File: src/design/cvk_pkg.sv
`default_nettype none
// ----------------------------------------------------------------------------
// cvk_pkg
// Shared types, codes and the kernel arithmetic of the 3x3 clamp filter.
// ----------------------------------------------------------------------------
package cvk_pkg;

  // Pixel packed as r<<16 | g<<8 | b
  typedef logic [23:0] pix_t;

  // Input operation codes
  localparam logic OP_PIXEL = 1'b0;
  localparam logic OP_FLUSH = 1'b1;

  // Kernel codes; the reserved code acts as the diagonal kernel
  localparam logic [1:0] KS_EDGE    = 2'd0;
  localparam logic [1:0] KS_LAPLACE = 2'd1;
  localparam logic [1:0] KS_DIAG    = 2'd2;

  // Configuration register indexes
  localparam logic [1:0] REG_IMAGE_WIDTH   = 2'd0;
  localparam logic [1:0] REG_IMAGE_HEIGHT  = 2'd1;
  localparam logic [1:0] REG_KERNEL_SELECT = 2'd2;

  localparam int CFG_DATA_W = 13;
  localparam int ROW_W      = 12;
  localparam int COL_W      = 10;

  // Job queue between front and back
  localparam int QDEPTH = 4;
  localparam int QAW    = 2;
  localparam int QCW    = 3;

  // One job: the window after an item, and which results it yields
  typedef struct packed {
    pix_t [8:0]       win;
    logic             emit_main;
    logic             emit_tail;
    logic             frame_end;
    logic [ROW_W-1:0] row;
    logic [COL_W-1:0] col;
  } job_t;

  // One result beat
  typedef struct packed {
    logic [7:0]       r;
    logic [7:0]       g;
    logic [7:0]       b;
    logic [ROW_W-1:0] row;
    logic [COL_W-1:0] col;
    logic             last;
  } res_t;

  // Filter one channel and clamp to 0..255
  function automatic logic [7:0] chan_filter(input logic [8:0][7:0] t,
                                             input logic [1:0] ks);
    logic signed [12:0] x [9];
    logic signed [12:0] s;
    for (int i = 0; i < 9; i++) begin
      x[i] = $signed({5'b0, t[i]});
    end
    case (ks)
      KS_EDGE: begin
        s = (x[4] <<< 3) - (x[0] + x[1] + x[2] + x[3] + x[5] + x[6] + x[7] + x[8]);
      end
      KS_LAPLACE: begin
        s = (x[1] + x[3] + x[5] + x[7]) - (x[4] <<< 2);
      end
      default: begin
        s = (x[2] + x[6]) - (x[0] + x[8]);
      end
    endcase
    if (s < 0) begin
      return 8'd0;
    end else if (s > 13'sd255) begin
      return 8'd255;
    end else begin
      return s[7:0];
    end
  endfunction

  // Filter all three channels of a window
  function automatic pix_t filter_px(input pix_t [8:0] w, input logic [1:0] ks);
    logic [8:0][7:0] tr;
    logic [8:0][7:0] tg;
    logic [8:0][7:0] tb;
    for (int i = 0; i < 9; i++) begin
      tr[i] = w[i][23:16];
      tg[i] = w[i][15:8];
      tb[i] = w[i][7:0];
    end
    return {chan_filter(tr, ks), chan_filter(tg, ks), chan_filter(tb, ks)};
  endfunction

endpackage
`default_nettype wire

File: src/design/cvk_queue.sv
`default_nettype none
// ----------------------------------------------------------------------------
// cvk_queue
// Short job queue that decouples the front from the back.
// ----------------------------------------------------------------------------
module cvk_queue (
  input  wire logic                    clk,
  input  wire logic                    rst,
  input  wire logic                    push,
  input  wire cvk_pkg::job_t           din,
  input  wire logic                    pop,
  output cvk_pkg::job_t                head,
  output logic                         empty,
  output logic [cvk_pkg::QCW-1:0]      count
);
  import cvk_pkg::*;

  job_t           mem [QDEPTH];
  logic [QAW-1:0] wr_ptr;
  logic [QAW-1:0] rd_ptr;

  always_comb begin
    empty = (count == '0);
    head  = mem[rd_ptr];
  end

  // Store a job
  always_ff @(posedge clk) begin
    if (push) begin
      mem[wr_ptr] <= din;
    end
  end

  // Move pointers and occupancy
  always_ff @(posedge clk) begin
    if (rst) begin
      wr_ptr <= '0;
      rd_ptr <= '0;
      count  <= '0;
    end else begin
      if (push) begin
        wr_ptr <= wr_ptr + QAW'(1);
      end
      if (pop) begin
        rd_ptr <= rd_ptr + QAW'(1);
      end
      count <= count + QCW'(push) - QCW'(pop);
    end
  end

endmodule
`default_nettype wire

File: config.mk
export PLATFORM = sky130hd
export DESIGN_NAME = cvk_queue
export DESIGN_NICKNAME = d
export VERILOG_FILES = /design/src/design/cvk_pkg.sv /design/src/design/cvk_queue.sv
export SDC_FILE = /design/constraint.sdc
export NUM_CORES = 1
export LEC_CHECK = 0
export BUFFER_PORTS_ARGS = -buffer_cell sky130_fd_sc_hd__buf_4
export CAP_MARGIN = 0
export CORE_MARGIN = 8
export CORE_UTILIZATION = 60
export DETAILED_ROUTE_END_ITERATION = 10
export GPL_TIMING_DRIVEN = 0
export PLACE_DENSITY = 0.83
export SYNTH_ARGS = -nofsm -noshare
export SYNTH_HDL_FRONTEND = slang
export SYNTH_SLANG_ARGS = --single-unit
File: constraint.sdc
create_clock -name clk -period 13.6 [get_ports clk]
set_input_delay 0 -clock clk [delete_from_list [all_inputs] [get_ports clk]]
set_output_delay 0 -clock clk [all_outputs]
set_load 0.01 [all_outputs]
==> flow_metrics.py <==
metrics = {
    "layout": {
        "fin_nets": 2396,
        "syn2layout_area_growth_pct": 29.94,
        "drive_gt1_share_pct": 42.05,
        "final_cell_mix": "964 x edfxtp_1, 489 x buf_4, 245 x dlygate4sd3_1, 241 x mux4_2, 94 x clkbuf_16",
        "mostFrequentLayoutCell": "edfxtp_1",
    },
    "floorplan": {
        "dieArea_sq_mm": 0.06669,
        "core_area_sq_mm": 0.05857,
        "die_h_um": 258.2,
        "std_cell_rows": 89,
        "initial_core_util_pct": 60.11,
        "io_pins": 490,
        "dieWidth_um": 258.2,
    },
    "worst_setup_path": {
        "critical_path.reg2reg.endpoint": "mem[0][217]",
        "end_kind": "primary output",
        "rrSetupSlack_ps": 11120,
        "cp.buffers_inverters": 4,
        "start_kind": "register",
        "cp_slowest_stage_delay_ps": 800,
        "critical_path.max_fanout": 10,
        "crit_path_cell_trace": "buf_2 -> clkbuf_1 -> buf_2 -> mux4_2 -> buf_4",
        "crit_slowest_cell": "clkbuf_1",
        "critPathKind": "register to primary output",
        "required_ps": 13600,
        "critPathTopFamily": "buffers and inverters",
        "reg2regPathDepth": 6,
        "r2r-start": "wr_ptr[0]",
        "arrival_ps": 3040,
        "cp_common_cell": "buf_2",
    },
    "sta": {
        "worst_slew_pin_slew_ps": 1030,
        "hold_viol": 0,
        "finalCritPeriodShare_pct": 22.36,
        "max_clock_freq_ghz": 0.3289,
        "finalCriticalPeriod_ps": 3041,
        "finalMaxSlewViolations": 0,
        "finalSetupViolCount": 0,
        "slew_headroom_pct": 31.36,
        "holdWs_ps": 116.5,
        "clock_skew_ps": 25.28,
        "setup_tns_ps": 0,
        "rsz0062_at_grt": "no",
    },
    "route": {
        "drt_pass1_iterations": 5,
        "wl_mm": 94.96,
        "first_iter_violations": 2189,
        "wl_per_cell_um": 31.66,
        "ant_nets": 0,
        "routed_via_density": 6.139,
        "vias": 18412,
        "drc": 0,
    },
    "worst_hold_path": {
        "hold_depth": 2,
        "hp-class": "input port to register",
        "hp-start": "din[43]",
        "min_delay_worst_endpoint": "mem[2][43]",
    },
    "yosys": {
        "ys_seq_area_share_pct": 82.73,
        "avgSynthCellArea_sq_um": 27.08,
        "yosys_warnings": 0,
        "synth_nets": 1552,
        "syn_inst": 1300,
        "synth.cell_area_sq_mm": 0.03521,
        "ys_types": 19,
        "ys_ff_latch": 973,
    },
    "grt": {
        "grt_pass1_wl_mm": 132.7,
        "grt_pass1_vias": 19593,
        "antenna_found_initial": 14,
        "grt_start_max_net_pins": 60,
        "overflow": 0,
        "grt_usage_pct": 27.26,
    },
    "clocking": {
        "cts_tree": "built",
        "cts.repair.resized": 0,
        "cts-root-buf": "clkbuf_16",
        "cts.path.max_buffers": 3,
        "h-tree-depth": 3,
        "numCtsBuffers": 91,
        "clkLatencyLatePin_ps": 630,
        "clock_sinks": 973,
        "path_clk_slew_ps": 70,
        "cts_setup_buffers": 0,
    },
    "power_and_ir_drop": {
        "p_per_area_mw_per_mm2": 151.0,
        "finalPower_mw": 6.908,
        "power.leakage_nw": 15.66,
        "ir_drop_mv": 0.1431,
    },
    "run": {
        "cap_violations": 0,
    },
    "placement": {
        "gp_congestion": 0.7746,
        "port_buffers": 489,
        "post-dp-hpwl_mm": 50.65,
    },
    "run_status": {
        "run_status": "completed",
    },
}
==> how the worst max path moves through the flow <==
stage          startpoint          end  slack [ps]  cells after the start
2_1_floorplan   wr_ptr[0]    mem[0][0]        6960                      3
3_3_place_gp    wr_ptr[0]  mem[0][156]        2770                      3
3_5_place_dp    wr_ptr[1]  mem[0][156]       11200                      6
4_1_cts          register    head[107]       10530                      5
5_1_grt          register    head[104]       10480                      5
6_report         register    head[115]       10560                      5
==> report_power, final <==
part | internal, mW | switching [mW] | leakage, nW | total [mW]
sequential | 3.45 | 0.0483 | 8.93 | 3.50
combinational | 0.420 | 0.421 | 5.30 | 0.841
clock | 1.44 | 1.13 | 1.44 | 2.57
total | 5.31 | 1.60 | 15.7 | 6.91
==> logic make-up (layout without fill, tap and decap cells) <==
kind of cell / Yosys count / count (layout) / share of synthesized area (%)
buffers and inverters: 60 / 974 / 1.201
XOR/XNOR: 3 / 3 / 0.1173
flip-flops: 973 / 973 / 82.73
adder cells (fa/ha/maj): 7 / 7 / 0.2701
other: 0 / 12 / 0
multiplexers: 242 / 242 / 15.44
AND/OR/NAND/NOR: 13 / 13 / 0.1954
AO/OA/AOI/OAI: 2 / 2 / 0.04263
==> sequential cells by signal, indices dropped and copies added, names as in the netlist, named ones only <==
| register | flops |
|---|---|
| rd_ptr | 2 |
| wr_ptr | 2 |
| mem | 964 |
| count | 3 |
==> worst register-to-register path: stages (launching register included) <==
cell,delay (ps)
dfxtp_1,360
inv_1,100
ha_1,150
and2_4,500
buf_12,280
buf_16,280
buf_16,370
==> repair_timing <==
item                                   CTS  global route
endpoints found under the hold margin  973             0
setup endpoints to repair                0             0
hold buffers                           245             0
==> routing by layer <==
metal / wire, um / vias to the layer above / share of wire, % / GRT usage (%)
met3: 9937 / 209 / 10 / 8.967
met4: 3483 / 8 / 3.7 / 10.08
met5: 49 / - / 0.052 / 0
met2: 49990 / 1280 / 53 / 47.22
li1: - / 7377 / - / -
met1: 31500 / 9538 / 33 / 31.78
==> layout make-up <==
type	instances	area [sq um]
Sequential cell	973	29130
Fill cell	2718	12820
Timing Repair Buffer	751	6584
Multi-Input combinational cell	267	5668
Clock buffer	108	2415
Tap cell	773	967.2
Clock inverter	55	534.3
Buffer	54	400.4
Antenna cell	12	30.03
Inverter	6	22.52
==> through the flow <==
stage | instances | setup WS [ps] | util (%) | cell area [sq um]
2_1_floorplan | 1300 | 6960 | - | 35210
3_3_place_gp | 2562 | 2768 | 68.03 | 39850
3_5_place_dp | 2579 | 11200 | 68.83 | 40320
4_1_cts | 2987 | 10530 | 78.05 | 45720
5_1_grt | 2997 | 10480 | 78.10 | 45740
6_report | 2999 | 10560 | 78.10 | 45750
==> cell usage after synthesis (all sizes together) <==
cell,count,area (sq um)
nand3b,1,7.510
a21bo,1,10.01
and2,4,25.02
a21oi,1,5.000
nor2b,2,12.51
clkbuf,6,22.52
nor2,5,18.77
buf,48,377.9
ha,6,75.07
fa,1,20.02
xnor2,2,17.52
inv,6,22.52
dfxtp,9,180.2
edfxtp,964,28950
xor3,1,23.77
mux4,241,5428
mux2i,1,10.01
nor3,1,5.000
Note: power is estimated with default switching activity, not from simulation.
