--- src/design/cvk_pkg.sv ---
`default_nettype none
// ----------------------------------------------------------------------------
// cvk_pkg
// Shared types, codes and the kernel arithmetic of the 3x3 clamp filter.
// ----------------------------------------------------------------------------
package cvk_pkg;

  // Pixel packed as r<<16 | g<<8 | b
  typedef logic [23:0] pix_t;

  // Input operation codes
  localparam logic OP_PIXEL = 1'b0;
  localparam logic OP_FLUSH = 1'b1;

  // Kernel codes; the reserved code acts as the diagonal kernel
  localparam logic [1:0] KS_EDGE    = 2'd0;
  localparam logic [1:0] KS_LAPLACE = 2'd1;
  localparam logic [1:0] KS_DIAG    = 2'd2;

  // Configuration register indexes
  localparam logic [1:0] REG_IMAGE_WIDTH   = 2'd0;
  localparam logic [1:0] REG_IMAGE_HEIGHT  = 2'd1;
  localparam logic [1:0] REG_KERNEL_SELECT = 2'd2;

  localparam int CFG_DATA_W = 13;
  localparam int ROW_W      = 12;
  localparam int COL_W      = 10;

  // Job queue between front and back
  localparam int QDEPTH = 4;
  localparam int QAW    = 2;
  localparam int QCW    = 3;

  // One job: the window after an item, and which results it yields
  typedef struct packed {
    pix_t [8:0]       win;
    logic             emit_main;
    logic             emit_tail;
    logic             frame_end;
    logic [ROW_W-1:0] row;
    logic [COL_W-1:0] col;
  } job_t;

  // One result beat
  typedef struct packed {
    logic [7:0]       r;
    logic [7:0]       g;
    logic [7:0]       b;
    logic [ROW_W-1:0] row;
    logic [COL_W-1:0] col;
    logic             last;
  } res_t;

  // Filter one channel and clamp to 0..255
  function automatic logic [7:0] chan_filter(input logic [8:0][7:0] t,
                                             input logic [1:0] ks);
    logic signed [12:0] x [9];
    logic signed [12:0] s;
    for (int i = 0; i < 9; i++) begin
      x[i] = $signed({5'b0, t[i]});
    end
    case (ks)
      KS_EDGE: begin
        s = (x[4] <<< 3) - (x[0] + x[1] + x[2] + x[3] + x[5] + x[6] + x[7] + x[8]);
      end
      KS_LAPLACE: begin
        s = (x[1] + x[3] + x[5] + x[7]) - (x[4] <<< 2);
      end
      default: begin
        s = (x[2] + x[6]) - (x[0] + x[8]);
      end
    endcase
    if (s < 0) begin
      return 8'd0;
    end else if (s > 13'sd255) begin
      return 8'd255;
    end else begin
      return s[7:0];
    end
  endfunction

  // Filter all three channels of a window
  function automatic pix_t filter_px(input pix_t [8:0] w, input logic [1:0] ks);
    logic [8:0][7:0] tr;
    logic [8:0][7:0] tg;
    logic [8:0][7:0] tb;
    for (int i = 0; i < 9; i++) begin
      tr[i] = w[i][23:16];
      tg[i] = w[i][15:8];
      tb[i] = w[i][7:0];
    end
    return {chan_filter(tr, ks), chan_filter(tg, ks), chan_filter(tb, ks)};
  endfunction

endpackage
`default_nettype wire

--- src/design/cvk_back.sv ---
`default_nettype none
// ----------------------------------------------------------------------------
// cvk_back
// Applies the selected kernel to each queued window, one result per cycle
// unless the two-entry output queue that keeps finished results is full.
// ----------------------------------------------------------------------------
module cvk_back (
  input  wire logic                       clk,
  input  wire logic                       rst,
  input  wire logic [1:0]                 kernel_select,
  input  wire logic                       q_empty,
  input  wire cvk_pkg::job_t              q_head,
  output logic                            q_pop,
  output logic                            empty,
  input  wire logic                       pop,
  output logic [7:0]                      out_r,
  output logic [7:0]                      out_g,
  output logic [7:0]                      out_b,
  output logic [cvk_pkg::ROW_W-1:0]       out_row,
  output logic [cvk_pkg::COL_W-1:0]       out_col,
  output logic                            frame_last
);
  import cvk_pkg::*;

  // Second result of a job pending
  logic phase;

  logic       fire;
  logic       do_tail;
  logic       final_res;
  pix_t [8:0] w_sel;
  pix_t       px;
  res_t       res;

  // Output queue
  res_t       omem [2];
  logic       owp;
  logic       orp;
  logic [1:0] ocnt;
  logic       ofull;
  logic       opop;
  res_t       ohead;

  // Pick the window and work out the result
  always_comb begin
    ofull     = (ocnt == 2'd2);
    fire      = !q_empty && !ofull;
    do_tail   = phase || !q_head.emit_main;
    final_res = do_tail || !q_head.emit_tail;
    q_pop     = fire && final_res;
    for (int r = 0; r < 3; r++) begin
      w_sel[r*3+0] = do_tail ? q_head.win[r*3+1] : q_head.win[r*3+0];
      w_sel[r*3+1] = do_tail ? q_head.win[r*3+2] : q_head.win[r*3+1];
      w_sel[r*3+2] = do_tail ? '0 : q_head.win[r*3+2];
    end
    px       = filter_px(w_sel, kernel_select);
    res.r    = px[23:16];
    res.g    = px[15:8];
    res.b    = px[7:0];
    res.row  = q_head.row;
    res.col  = do_tail ? q_head.col : q_head.col - COL_W'(1);
    res.last = do_tail && q_head.frame_end;
  end

  // Step through the results of a job
  always_ff @(posedge clk) begin
    if (rst) begin
      phase <= 1'b0;
    end else if (fire) begin
      phase <= !final_res;
    end
  end

  // Store a result beat
  always_ff @(posedge clk) begin
    if (fire) begin
      omem[owp] <= res;
    end
  end

  // Output queue pointers
  always_ff @(posedge clk) begin
    if (rst) begin
      owp  <= 1'b0;
      orp  <= 1'b0;
      ocnt <= '0;
    end else begin
      if (fire) begin
        owp <= !owp;
      end
      if (opop) begin
        orp <= !orp;
      end
      ocnt <= ocnt + 2'(fire) - 2'(opop);
    end
  end

  // Drive the result ports
  always_comb begin
    empty      = (ocnt == '0);
    opop       = pop && !empty;
    ohead      = omem[orp];
    out_r      = ohead.r;
    out_g      = ohead.g;
    out_b      = ohead.b;
    out_row    = ohead.row;
    out_col    = ohead.col;
    frame_last = ohead.last;
  end

endmodule
`default_nettype wire

--- config.mk ---
export PLATFORM = sky130hd
export DESIGN_NAME = cvk_back
export DESIGN_NICKNAME = d
export VERILOG_FILES = /design/src/design/cvk_pkg.sv /design/src/design/cvk_back.sv
export SDC_FILE = /design/constraint.sdc
export NUM_CORES = 1
export LEC_CHECK = 0
export ABC_AREA = 1
export BUFFER_PORTS_ARGS = -buffer_cell sky130_fd_sc_hd__buf_2
export CAP_MARGIN = 10
export CORE_ASPECT_RATIO = 0.8
export CORE_MARGIN = 4
export CORE_UTILIZATION = 50
export CTS_CLUSTER_DIAMETER = 200
export CTS_CLUSTER_SIZE = 8
export DETAILED_ROUTE_END_ITERATION = 10
export HOLD_SLACK_MARGIN = 0.1
export PLACE_DENSITY = 0.75
export SETUP_SLACK_MARGIN = 0.3
export SYNTH_ARGS = -nofsm -noshare
export SYNTH_HDL_FRONTEND = slang
export SYNTH_SLANG_ARGS = --single-unit
--- constraint.sdc ---
create_clock -name clk -period 5.6 [get_ports clk]
set_clock_uncertainty 0.2 [all_clocks]
set_input_delay 0.28 -clock clk [delete_from_list [all_inputs] [get_ports clk]]
set_output_delay 0.28 -clock clk [all_outputs]
set_load 0.1 [all_outputs]
==> summary.md, run 1 <==
| Metric | Value |
|---|---|
| FFs w/ async S/R, synth | `0%` |
| Largest stage delay, worst path | `580 ps` |
| Root buf cell | `clkbuf_16` |
| Die Area | `a little over 0.04 mm^2` |
| Final Cycle Share | `96.7%` |
| Detailed Routing Iterations Pass 1 | `7` |
| Sequential element share of the synthesized area | `15.6%` |
| Gr ovfl total | `0` |
| Via Count | `16800` |
| Vias per cell | `5.09` |
| Status | `complete, no violations` |
| Util after Layout | `between 60% and 70%` |
| DRT Wirelength | `58.0 mm` |
| Vias in the first global route | `16700` |
| Die width | `225 um` |
| Initial DRC Count | `roughly 1500` |
| Share of cells above drive strength 1 | `22.9%` |
| Mapped Area | `approximately 0.019 mm^2` |
| Hold Path Class | `in2reg` |
| Met1 wire length | `27.3 mm` |
| CP Capture Type | `register` |
| Max-Cap Viols | `0` |
| Top layer in use | `met5` |
| Synthesized flop and latch total | `100` |
| Num rows | `63` |
| Worst-Margin Slew | `roughly 1100 ps` |
| DR WL met2 | `roughly 24 mm` |
| DRC errors left | `0` |
| Final Hold Fails | `0` |
| H-tree depth | `3` |
| Die Y-Extent | `roughly 180 um` |
| Synth Instances | `around 2400` |
| Synth area leader | `fa_1` |
| Main flop type after synthesis | `edfxtp_1` |
| RD Place Congestion | `roughly 0.98` |
| CTS Sinks | `100` |
| I/O pins | `roughly 300` |
| Port Buffers | `295` |
| Initial antenna violation count | `5` |
| Post-synth EDFFs | `94` |
| Met3 WL | `between 5 and 6 mm` |
| Layout Nets | `3454` |
| Crit-path max FO | `14` |
| RSZ-0062 raised after global routing | `yes` |
| Startpoint types | `register` |
| CTS clk-pin slew, worst paths | `about 70 ps` |
| Antenna Nets Post-Route | `0` |
| CP most frequent cell | `fa_1` |
| Pins Over Slew Limit | `0` |
| Fmax | `185 MHz` |
| TritonCTS Buffers | `9` |
| Initial core utilization | `50.7%` |
| Core area | `0.0372 mm^2` |
| Total track usage | `between 20% and 30%` |
| Count leader, synth | `inv_1` |
| Share of the synthesized area in the top cell type | `28.3%` |
| CP required | `5500 ps` |
| Worst-skew pair later-pin latency | `350 ps` |
| Syn nets | `3089` |
| Worst Path Arrival | `roughly 5300 ps` |
| Syn. warnings | `0` |
| WL/cell | `17.6 um` |
| Final setup fails | `0` |
| Slew HR | `a little under a quarter` |
| Crit-path cells | `inv_6, nand2_4, buf_4, buf_4, nand2_1, o21ai_0, buf_4, fa_1, inv_1, fa_1, fa_1, fa_1, ha_4, nand2_1, nor2_1, nand3_2, nand3_1, nand2_2, nand3_2, nand3_2, nor2_4, nand3_1, nand2_1, inv_1` |
| Dpl hpwl | `46.3 mm` |
| FILL cells | `3334` |
| CTS Buffer Depth | `2` |
| Worst setup path class | `reg2reg` |
| Commonest cells post-synth | `inv_1, nand2_1, fa_1` |
| Crit-path slowest cell | `fa_1` |
| Synth cell types | `41` |
| Pin count of the biggest net entering global routing | `48` |
| Syn_area_per_cell | `7.71 um^2` |
| TritonCTS clock tree | `built` |
| Area delta synth->final | `21.7%` |
| First-pass GRT wire length | `90.2 mm` |
| Final Critical Period | `about 5400 ps` |
| Synth top area cells | `fa_1, edfxtp_1, inv_1` |
state kept, by name, indices dropped and copies added, names as in the netlist, named ones only:
signal,flops
omem,94
ocnt,2
owp,1
orp,1
phase,1
worst max-delay path: cells and delay by family, from the launching register on:
| kind | cells | cell delay (ps) |
|---|---|---|
| DFF | 1 | 340 |
| AOI/OAI and AO/OA | 1 | 130 |
| and+or+nand+nor | 12 | 1310 |
| buffers and inverters | 6 | 790 |
| adders and majority gates | 5 | 2390 |
routing by layer:
layer  up-vias  GRT usage (%)
met5         -              0
met4         8           4.80
met3        68           5.92
met2       712           40.6
met1      7862           43.2
li1       8170              -
cell families (layout without fill, tap and decap cells):
logic type / count (synthesis) / after routing / share of synthesized area, %
flops: 100 / 100 / 15.6
buf+inv: 757 / 1124 / 15.2
xor+xnor: 30 / 30 / 1.39
other cells: 0 / 1 / 0
mux: 59 / 59 / 3.44
compound gates: 263 / 263 / 7.91
fa+ha+maj: 393 / 393 / 36.7
simple gates: 847 / 850 / 19.8
path summary, 6_finish.rpt:
path / start / endpoint / slack (ps) / cells past startpoint
setup / recovery: phase / omem[1][32] / 180 / 24
setup reg to reg: phase / omem[1][32] / 180 / 24
hold / removal: q_head[2] / omem[0][3] / 130 / 2
hold reg to reg: orp / register / 290 / 2
repair_timing:
action                                  CTS  global route
cloned                                   11             6
buffers inserted                          8             4
endpoints found under the setup margin   48            48
hold endpoints to repair                 40             0
resized for setup                       144            55
hold buffers                             19             0
pin swaps                                25            12
area by class of cell:
class / instances / area, um^2 / area share (%)
multi-input combinational: 1595 / 13700 / 59.6
antenna: 1 / 2.50 / 0.0109
clock buffer: 10 / 229 / 0.996
inverter: 706 / 2670 / 11.6
timing repair buffer: 402 / 2760 / 12.0
clock inverter: 6 / 76.3 / 0.332
tap: 487 / 609 / 2.65
sequential: 100 / 2950 / 12.8
placed cells by master, fill, tap and decap left out, drive strengths merged, types with 7 or more instances in the layout:
cell and count:
or2 27, inv 704, mux2i 12, buf 374, nand2 497, o21ai 142, mux2 47, o211ai 10
xnor2 13, ha 126, xor2 17, a21o 8, edfxtp 94, nand3 167, clkbuf 15, nor3 7
dlygate4sd3 19, o21bai 14, o221ai 7, nand4 18, fa 267, nor2 133, a21oi 76
metrics by stage:
step                      cells  setup TNS (ps)  setup slack (ps)  area (um^2)  hold WS [ps]
after floorplan            2449               0               338        18900           149
after detailed placement   3242           -4200              -161        21300           275
after global routing       3306           -1010             -58.5        23000           159
after global placement     3242            -305             -38.8        21300           262
final                      3307               0               183        23000           127
after CTS                  3296               0               244        22600           117
Power of run 1 is not shown: default switching activity piles up to over one toggle a cycle in this logic, so the estimate is an artifact.
==> inputs of run 2 (changes only) <==
--- a/config.mk
+++ b/config.mk
@@ -10,12 +10,12 @@
 export CAP_MARGIN = 10
 export CORE_ASPECT_RATIO = 0.8
 export CORE_MARGIN = 4
-export CORE_UTILIZATION = 50
+export CORE_UTILIZATION = 40
 export CTS_CLUSTER_DIAMETER = 200
 export CTS_CLUSTER_SIZE = 8
 export DETAILED_ROUTE_END_ITERATION = 10
 export HOLD_SLACK_MARGIN = 0.1
-export PLACE_DENSITY = 0.75
+export PLACE_DENSITY = 0.62
 export SETUP_SLACK_MARGIN = 0.3
 export SYNTH_ARGS = -nofsm -noshare
 export SYNTH_HDL_FRONTEND = slang
==> run 2 against run 1 <==
Utilization down 11 points. Routed wire length grew 3.4%. Sequential cell count unchanged. Via count increased by 0.25%. Clock-buffer cell count shrank 1. Cell count increased by 4.9%. Highest routed layer is now met4. Maximum frequency rose by 0.36%. First-iteration DRC count shrank 7.9%. Non-clock buffer count grew 41.
==> summary.md, run 2 (synthesis results as in run 1) <==
| Metric | Value |
|---|---|
| FILL cells | `between 4000 and 5000` |
| TritonCTS Buffers | `9` |
| Port Buffers | `295` |
| H-tree depth | `3` |
| Total track usage | `between 20% and 30%` |
| FF-to-FF End | `omem[1][25]` |
| Commonest non-fill, non-tap cells in the layout | `inv_1, nand2_1, buf_2` |
| Root buf cell | `clkbuf_16` |
| Share of cells above drive strength 1 | `between 20% and 30%` |
| CTS clk-pin slew, worst paths | `80 ps` |
| Largest regs | `omem x94, ocnt x2` |
| Post-route design area | `0.0235 mm^2` |
| Detailed Routing Iterations Pass 1 | `5` |
| Largest stage delay, worst path | `between 500 and 600 ps` |
| Num rows | `70` |
| Vias per cell | `between 4 and 5` |
| DRC errors left | `0` |
| Fmax | `185 MHz` |
| Die Y-Extent | `202 um` |
| Dpl hpwl | `49.0 mm` |
| RD Place Congestion | `0.956` |
| CP Capture Type | `register` |
| Via Count | `16900` |
| Final Cycle Share | `96.4%` |
| Worst Path Buf+Inv | `11` |
| Slew HR | `49.0%` |
| Gr ovfl total | `0` |
| RR Startpoint | `phase` |
| Vias in the first global route | `16500` |
| Worst Path Arrival | `5310 ps` |
| Area delta synth->final | `24.5%` |
| CTS Buffer Depth | `2` |
| Die width | `251 um` |
| I/O pins | `296` |
| Startpoint types | `register` |
| Layout Nets | `3492` |
| Antenna Nets Post-Route | `0` |
| First-pass GRT wire length | `between 80 and 90 mm` |
| CP delay by family, top | `adder cells` |
| Die Area | `0.0508 mm^2` |
| Pin count of the biggest net entering global routing | `63` |
| Hold EP | `omem[1][2]` |
| Max FFs per register | `94` |
| Crit-path slowest cell | `fa_1` |
| DRT Wirelength | `approximately 60 mm` |
| Worst hold path depth | `3` |
| Final Critical Period | `5400 ps` |
| TritonCTS clock tree | `built` |
| Worst-skew pair later-pin latency | `340 ps` |
| Core area | `around 0.046 mm^2` |
| CP required | `5510 ps` |
| R2R cell count | `30` |
| WL/cell | `17.3 um` |
| Worst setup path class | `reg2reg` |
| Critical Path Stages | `30` |
| Final setup fails | `0` |
| Top reg by flops | `omem` |
| R2r setup slk | `200 ps` |
| Worst hold start | `q_head[1]` |
| Crit-path max FO | `8` |
| Pins Over Slew Limit | `0` |
| Status | `complete, no violations` |
| Inserted Diodes | `0` |
| Hold Path Class | `in2reg` |
| Final hold slack | `about 120 ps` |
| Initial antenna violation count | `1` |
| RSZ-0062 raised after global routing | `yes` |
| Initial core utilization | `40.9%` |
| Initial DRC Count | `1338` |
| Most common cell after layout, fill and taps aside | `inv_1` |
| Worst-Margin Slew | `between 700 and 800 ps` |
| CTS Sinks | `100` |
| Area after DPL | `between 0.02 and 0.025 mm^2` |
| Max-Cap Viols | `0` |
| Final Hold Fails | `0` |
run 2: changes by cell type in the layout (fill, tap and decap cells not counted), sizes merged:
cell and delta:
buf +38, bufbuf -1, clkinv -3, inv +5, clkbuf +2, bufinv -1, dlygate4sd3 +1, diode -1
nand2 -3
run 2: stage by stage:
step	worst slack [ps]	util, %	TNS, ps	std cells
after floorplan	338	-	0	2449
after global placement	-64.0	47.0	-783	3398
after detailed placement	-113	47.0	-1600	3398
after CTS	234	48.8	0	3438
after global routing	12.4	50.9	0	3469
final	202	50.9	0	3469
run 2: per-layer routing:
metal | wire, um | share of wire (%) | GRT usage [%] | up-vias
met5 | 0 | 0 | 0 | -
met4 | 720 | 1.2 | 2.75 | 0
met3 | 4560 | 7.6 | 3.09 | 43
met2 | 24400 | 41 | 31.5 | 600
met1 | 30300 | 51 | 35.6 | 7995
li1 | - | - | - | 8224
run 2: worst max-delay path by stage:
stage / start / to / slack [ps]
6_report: phase / omem[1][25] / 200
5_1_grt: phase / omem[0][34] / 10
4_1_cts: phase / omem[0][46] / 230
3_5_place_dp: q_head[24] / omem[0][32] / -110
3_3_place_gp: q_head[24] / omem[0][32] / -60
2_1_floorplan: phase / omem[0][39] / 340
run 2: layout make-up:
cell class	count	area (um^2)	share of cell area, %
flip-flops and latches	100	2950	12.5
multi-input cells	1592	13800	58.8
inverters	706	2670	11.4
repair buffers	443	3020	12.8
clock inverters	7	75.1	0.319
well taps	612	766	3.26
clock buffers	9	225	0.958
run 2: repair_timing:
item                                   CTS  global route
cloned                                   3             9
hold buffers                            20             0
buffers inserted                         1            22
resized for setup                       70           176
pin swaps                               10            50
endpoints found under the hold margin   42             0
setup endpoints to repair               48            48
run 2: worst min-delay path, stage by stage:
cell     delay, ps
buf_2          110
nand2_1         50
o21ai_0        100
Power of run 2 is left out for the same reason.
